`config.mk`:
```
export PLATFORM = sky130hd
export DESIGN_NAME = i2c_div
export DESIGN_NICKNAME = d
export VERILOG_FILES = /design/src/design/i2c_pkg.sv /design/src/design/i2c_div.sv
export SDC_FILE = /design/constraint.sdc
export NUM_CORES = 2
export LEC_CHECK = 0
export ABC_AREA = 0
export BUFFER_PORTS_ARGS = -buffer_cell sky130_fd_sc_hd__buf_2
export CELL_PAD_IN_SITES_DETAIL_PLACEMENT = 0
export CELL_PAD_IN_SITES_GLOBAL_PLACEMENT = 2
export CORE_MARGIN = 2
export CORE_UTILIZATION = 52
export CTS_BUF_LIST = sky130_fd_sc_hd__clkbuf_8
export CTS_CLUSTER_DIAMETER = 50
export DETAILED_ROUTE_END_ITERATION = 10
export GPL_TIMING_DRIVEN = 1
export PLACE_DENSITY_LB_ADDON = 0.1
export RECOVER_POWER = 100
export SETUP_SLACK_MARGIN = 0.2
export SLEW_MARGIN = 10
export SYNTH_ARGS = -nofsm -noshare
export SYNTH_HDL_FRONTEND = slang
export SYNTH_SLANG_ARGS = --single-unit
```
`constraint.sdc`:
```
create_clock -name clk -period 7.35 [get_ports clk]
set_input_delay 1.47 -clock clk [delete_from_list [all_inputs] [get_ports clk]]
set_output_delay 1.47 -clock clk [all_outputs]
set_load 0.005 [all_outputs]
```
`src/design/i2c_pkg.sv`:
```
// Shared types, constants and helper functions for the im2col address generator.
`default_nettype none

package i2c_pkg;

    // Largest legal image edge and batch count.
    localparam int MAX_EDGE  = 4096;
    localparam int MAX_BATCH = 256;

    // Pipelined restoring divider: numerator and remainder widths, one bit per stage.
    localparam int DIV_NW    = 24;
    localparam int DIV_RW    = 14;
    localparam int DIV_STEPS = DIV_NW;

    // Cycles after reset or a register write before derived geometry is stable.
    localparam int SETTLE_CYCLES = 32;
    localparam int SETTLE_W      = $clog2(SETTLE_CYCLES + 1);

    // Register indexes on the configuration port.
    localparam logic [2:0] REG_INPUT_HEIGHT    = 3'd0;
    localparam logic [2:0] REG_INPUT_WIDTH     = 3'd1;
    localparam logic [2:0] REG_CHANNEL_COUNT   = 3'd2;
    localparam logic [2:0] REG_KERNEL_DIMS     = 3'd3;
    localparam logic [2:0] REG_STRIDE_DIMS     = 3'd4;
    localparam logic [2:0] REG_DILATION_DIMS   = 3'd5;
    localparam logic [2:0] REG_PAD_BEFORE_DIMS = 3'd6;
    localparam logic [2:0] REG_PAD_AFTER_DIMS  = 3'd7;

    typedef struct packed {
        logic [7:0]  batch_index;
        logic [11:0] channel_index;
        logic [15:0] tap_index;
        logic [23:0] window_index;
    } in_t;

    typedef struct packed {
        logic [43:0] source_address;
        logic [59:0] dest_address;
        logic        is_padding;
        logic        bad_request;
    } out_t;

    typedef struct packed {
        logic [DIV_RW-1:0] acc;
        logic [DIV_NW-1:0] nq;
        logic [DIV_RW-1:0] den;
    } div_stage_t;

    // One restoring division step: shift in the next numerator bit, subtract if it fits.
    function automatic div_stage_t div_step(div_stage_t s);
        logic [DIV_RW:0] shifted;
        logic [DIV_RW:0] diff;
        div_stage_t      r;
        shifted = {s.acc, s.nq[DIV_NW-1]};
        diff    = shifted - {1'b0, s.den};
        r.den   = s.den;
        if (shifted >= {1'b0, s.den})
        begin
            r.acc = diff[DIV_RW-1:0];
            r.nq  = {s.nq[DIV_NW-2:0], 1'b1};
        end
        else
        begin
            r.acc = shifted[DIV_RW-1:0];
            r.nq  = {s.nq[DIV_NW-2:0], 1'b0};
        end
        return r;
    endfunction

    function automatic logic [7:0] one_if_zero(logic [7:0] v);
        return (v == 8'd0) ? 8'd1 : v;
    endfunction

endpackage

`default_nettype wire

```
`src/design/i2c_div.sv`:
```
// Pipelined restoring divider producing one quotient bit per register stage.
`default_nettype none

module i2c_div (
    input  wire logic                       clk,
    input  wire logic                       en,
    input  wire logic [i2c_pkg::DIV_NW-1:0] numer,
    input  wire logic [i2c_pkg::DIV_RW-1:0] denom,
    output logic      [i2c_pkg::DIV_NW-1:0] quot,
    output logic      [i2c_pkg::DIV_RW-1:0] rem
);
    import i2c_pkg::*;

    div_stage_t stage_reg  [DIV_STEPS];
    div_stage_t stage_next [DIV_STEPS];
    div_stage_t first;

    always_comb
    begin
        first.acc     = '0;
        first.nq      = numer;
        first.den     = denom;
        stage_next[0] = div_step(first);
        for (int k = 1; k < DIV_STEPS; k++)
        begin
            stage_next[k] = div_step(stage_reg[k-1]);
        end
    end

    always_ff @(posedge clk)
    begin
        if (en)
        begin
            for (int k = 0; k < DIV_STEPS; k++)
            begin
                stage_reg[k] <= stage_next[k];
            end
        end
    end

    assign quot = stage_reg[DIV_STEPS-1].nq;
    assign rem  = stage_reg[DIV_STEPS-1].acc;

endmodule

`default_nettype wire

```
==> impl_metrics.csv <==
group,metric,value,unit
clock_network,cts_inserted_buffers,207,
sta,totalNegativeSetupSlack,0,ns
logic_synthesis,number_of_flip_flops_and_latches_in_the_synthesized_netlist,1234,
run_status,status,"finished, violations left",
place,hpwlAfterDp,73120,µm
layout,area.growth.synth_to_final,10.12,%
die,dieHeight,337.2,µm
hold_path,timing.hold.worst.start,"stage_reg[2][237]",
sta,unrepaired_setup_endpoints_after_global_routing,"no",
power_and_ir_drop,p_int,16840,µW
hold_path,worst_min_path_class,"flip-flop to flip-flop",
power_and_ir_drop,pwr-share-seq,0.415,
critical_path,timing.reg2reg.setup_slack,3.37,ns
run_status,failing_checks,"max-capacitance violations, max-slew violations",
clock_network,cts_tree,"done",
layout,fin_nets,4799,
sta,period_minus_slack,4.760,ns
route,drt_pre_antenna_iters,5,
logic_synthesis,synth_cell_type_count,83,
sta,fmaxAchievable,0.2101,GHz
die,die_area,113700,µm²
clock_network,holdBufCountCts,0,
sta,clock_skew,0.03387,ns
logic_synthesis,synth-warning-count,0,
power_and_ir_drop,power.switching_fraction,0.3286,
layout,largest_register_ff_count,1234,
logic_synthesis,synthesis.instances,4156,
sta,finalSetupViolations,0,
run,max_cap_viol_count,4,
sta,post-route-worst-setup-slack,2.590,ns
critical_path,cp.buffers_inverters,2,
power_and_ir_drop,pwr_density_cell,394.6,nW/µm²
logic_synthesis,mappedNetlistArea,57730,µm²
route,avgViaCountPerCell,5.313,
layout,final_area,63570,µm²
grt,grt.total_usage,0.1884,
grt,grt_antenna_before_repair,2,
logic_synthesis,yosys.area.top_type,"edfxtp_1",
logic_synthesis,synth_top_flop_cell,"edfxtp_1",
power_and_ir_drop,netSwitchingPower,8242,µW
logic_synthesis,synth-seq-area-share,0.6419,
clock_network,post_cts_setup_buffer_count,0,
die,die_w,337.2,µm
layout,finish.cell_count_without_fillers,6043,
critical_path,critical-path-max-stage-delay,2.67,ns
logic_synthesis,synth_enable_flop_cells,1234,
layout,drive_gt1_frac,0.1182,
power_and_ir_drop,share_comb_of_total_power,0.354,
critical_path,timing.critical_path.required,7.87,ns
power_and_ir_drop,pwr-share-clk,0.231,
sta,final_min_period_over_clock_period,0.6476,
critical_path,setup.worst_path.end_class,"flip-flop",
power_and_ir_drop,vdd_drop_max,0.2074,mV
sta,hold_viol_final,0,
hold_path,holdPathEnd,"stage_reg[2][290]",
power_and_ir_drop,static-leakage-power,0.02468,µW
logic_synthesis,synth_area_leaders,"edfxtp_1 64%, ha_1 7.5%, mux2_2 4.0%",
route,drc,0,
clock_network,clk_pin_slew,0.06,ns
logic_synthesis,avgSynthCellArea,13.89,µm²
place,place.port_buffers,77,
clock_network,clk_latency,0.91,ns
clock_network,cts_resized,0,
grt,grt_max_degree,175,
die,floorplan.initialDensity,0.5231,
critical_path,r2r_start,"stage_reg[2][254]",
route,total_vias_in_the_final_route,32109,
sta,report.final.slew_viol_count,200,
grt,grt_pass1_wl,168300,µm
place,dpl-instance-area,59830,µm²
grt,globalRoute.totalOverflow,0,
route,final_antenna_net_count,0,
logic_synthesis,yosys-top-cells-count,"1234 x edfxtp_1, 422 x inv_1, 347 x ha_1, 221 x o21ai_0, 204 x mux2_2",
critical_path,crit_path_max_fanout,148,
die,floorplan.io_pins,78,
critical_path,ff2ff_path_depth,9,
route,wirelength,106100,µm
critical_path,crit_chain,"clkbuf_2 -> buf_4",
route,drt_first_iter_violations,1851,
critical_path,crit_family,"buffers and inverters",
critical_path,path_class,"input pin to flip-flop",
layout,final_util,0.5760,
critical_path,setup.worst_path.start_class,"input pin",
logic_synthesis,asyncSetResetFlopFracSynth,0,
clock_network,ctsLongestPathBuffers,3,
place,place_congestion,0.8240,
place,place.detailed.instances,5668,
sta,max-slew-margin-rel,-1.608,
logic_synthesis,synthesis.nets,4566,
hold_path,min_path_cells,0,
clock_network,cts.sink_count,1234,
sta,timing_worst_slew_pin_value,3.912,ns
logic_synthesis,post-synth-top-count-cell,"edfxtp_1",
clock_network,htree_num_levels,4,
critical_path,crit_path_top_delay_cell,"clkbuf_2",
die,std_cell_rows,122,
grt,grt_pass1_vias,31829,
critical_path,worst-endpoint-arrival,5.28,ns
logic_synthesis,yosysTopAreaCellShare,0.6419,
route,wl_per_cell,17.55,µm
die,core_area,110400,µm²
place,place_ws,3.633,ns
critical_path,worst_r2r_endpoint,"stage_reg[2][305]",
clock_network,cts.root.buffer_cell,"clkbuf_8",
## metal layers
layer | up-vias | share of wire | global-route usage
met5 | - | 0 | 0
met3 | 186 | 0.034 | 0.03361
met1 | 15355 | 0.46 | 0.2484
met4 | 0 | 0.022 | 0.06440
li1 | 16078 | - | -
met2 | 490 | 0.49 | 0.3153
## how the worst max path moves through the flow
| stage | start | slack (ns) | depth (start not counted) | end |
|---|---|---|---|---|
| 2_1_floorplan | numer[23] | 4.21 | 8 | stage_reg[0][38] |
| 3_3_place_gp | denom[11] | 3.71 | 5 | stage_reg[0][38] |
| 3_5_place_dp | denom[11] | 3.63 | 5 | stage_reg[0][38] |
| 4_1_cts | stage_reg[2][193] | 3.98 | 11 | stage_reg[2][258] |
| 5_1_grt | en | 2.25 | 2 | stage_reg[1][5] |
| 6_report | en | 2.59 | 2 | stage_reg[1][44] |
## stage by stage
stage                     power (µW)  hold slack (ns)
after CTS                      25570           0.3950
after floorplan                17350           0.4003
final                          25090           0.3975
after detailed placement       19590           0.4045
after global routing           26900           0.4072
after global placement         19590           0.4001
## power groups by stage
stage               logic, µW  clock network, µW  registers, µW
global placement         9020                  0          10600
global route            10000               6340          10500
detailed placement       9020                  0          10600
floorplan                7200                  0          10200
finish                   8880               5790          10400
CTS                      9090               6030          10400
## layout by cell type, fill, tap and decap left out, types with 58 or more instances in the layout
cell type | synthesis | routed
nand3_1 | 63 | 63
o21a_1 | 64 | 64
edfxtp_1 | 1234 | 1234
inv_1 | 422 | 477
a21oi_1 | 174 | 175
a21o_1 | 103 | 103
nand2_1 | 193 | 193
clkbuf_8 | 0 | 207
xor2_1 | 71 | 71
xnor2_1 | 113 | 113
nor2_1 | 203 | 203
mux2_2 | 204 | 182
o21ai_0 | 221 | 229
nor2b_1 | 58 | 58
ha_1 | 347 | 347
## area by class of cell
type                       count  area (µm²)
antenna                        4       10.01
clock buffer                 207        2849
clock inverter               164        1109
fill                        8963       46800
inverter                     423        1588
multi-input combinational   2415       18500
sequential                  1234       37060
tap                         1488        1862
timing repair buffer         108       593.1
## cells by family after synthesis
kind of cell / share of synthesized area
xor gates and xnor gates: 0.02792
adders and majority gates: 0.08319
DFF: 0.6419
muxes: 0.04786
buffers and inverters: 0.03633
AOI/OAI and AO/OA: 0.09879
and+or+nand+nor: 0.06400
Power figures use the tool's default switching activity.
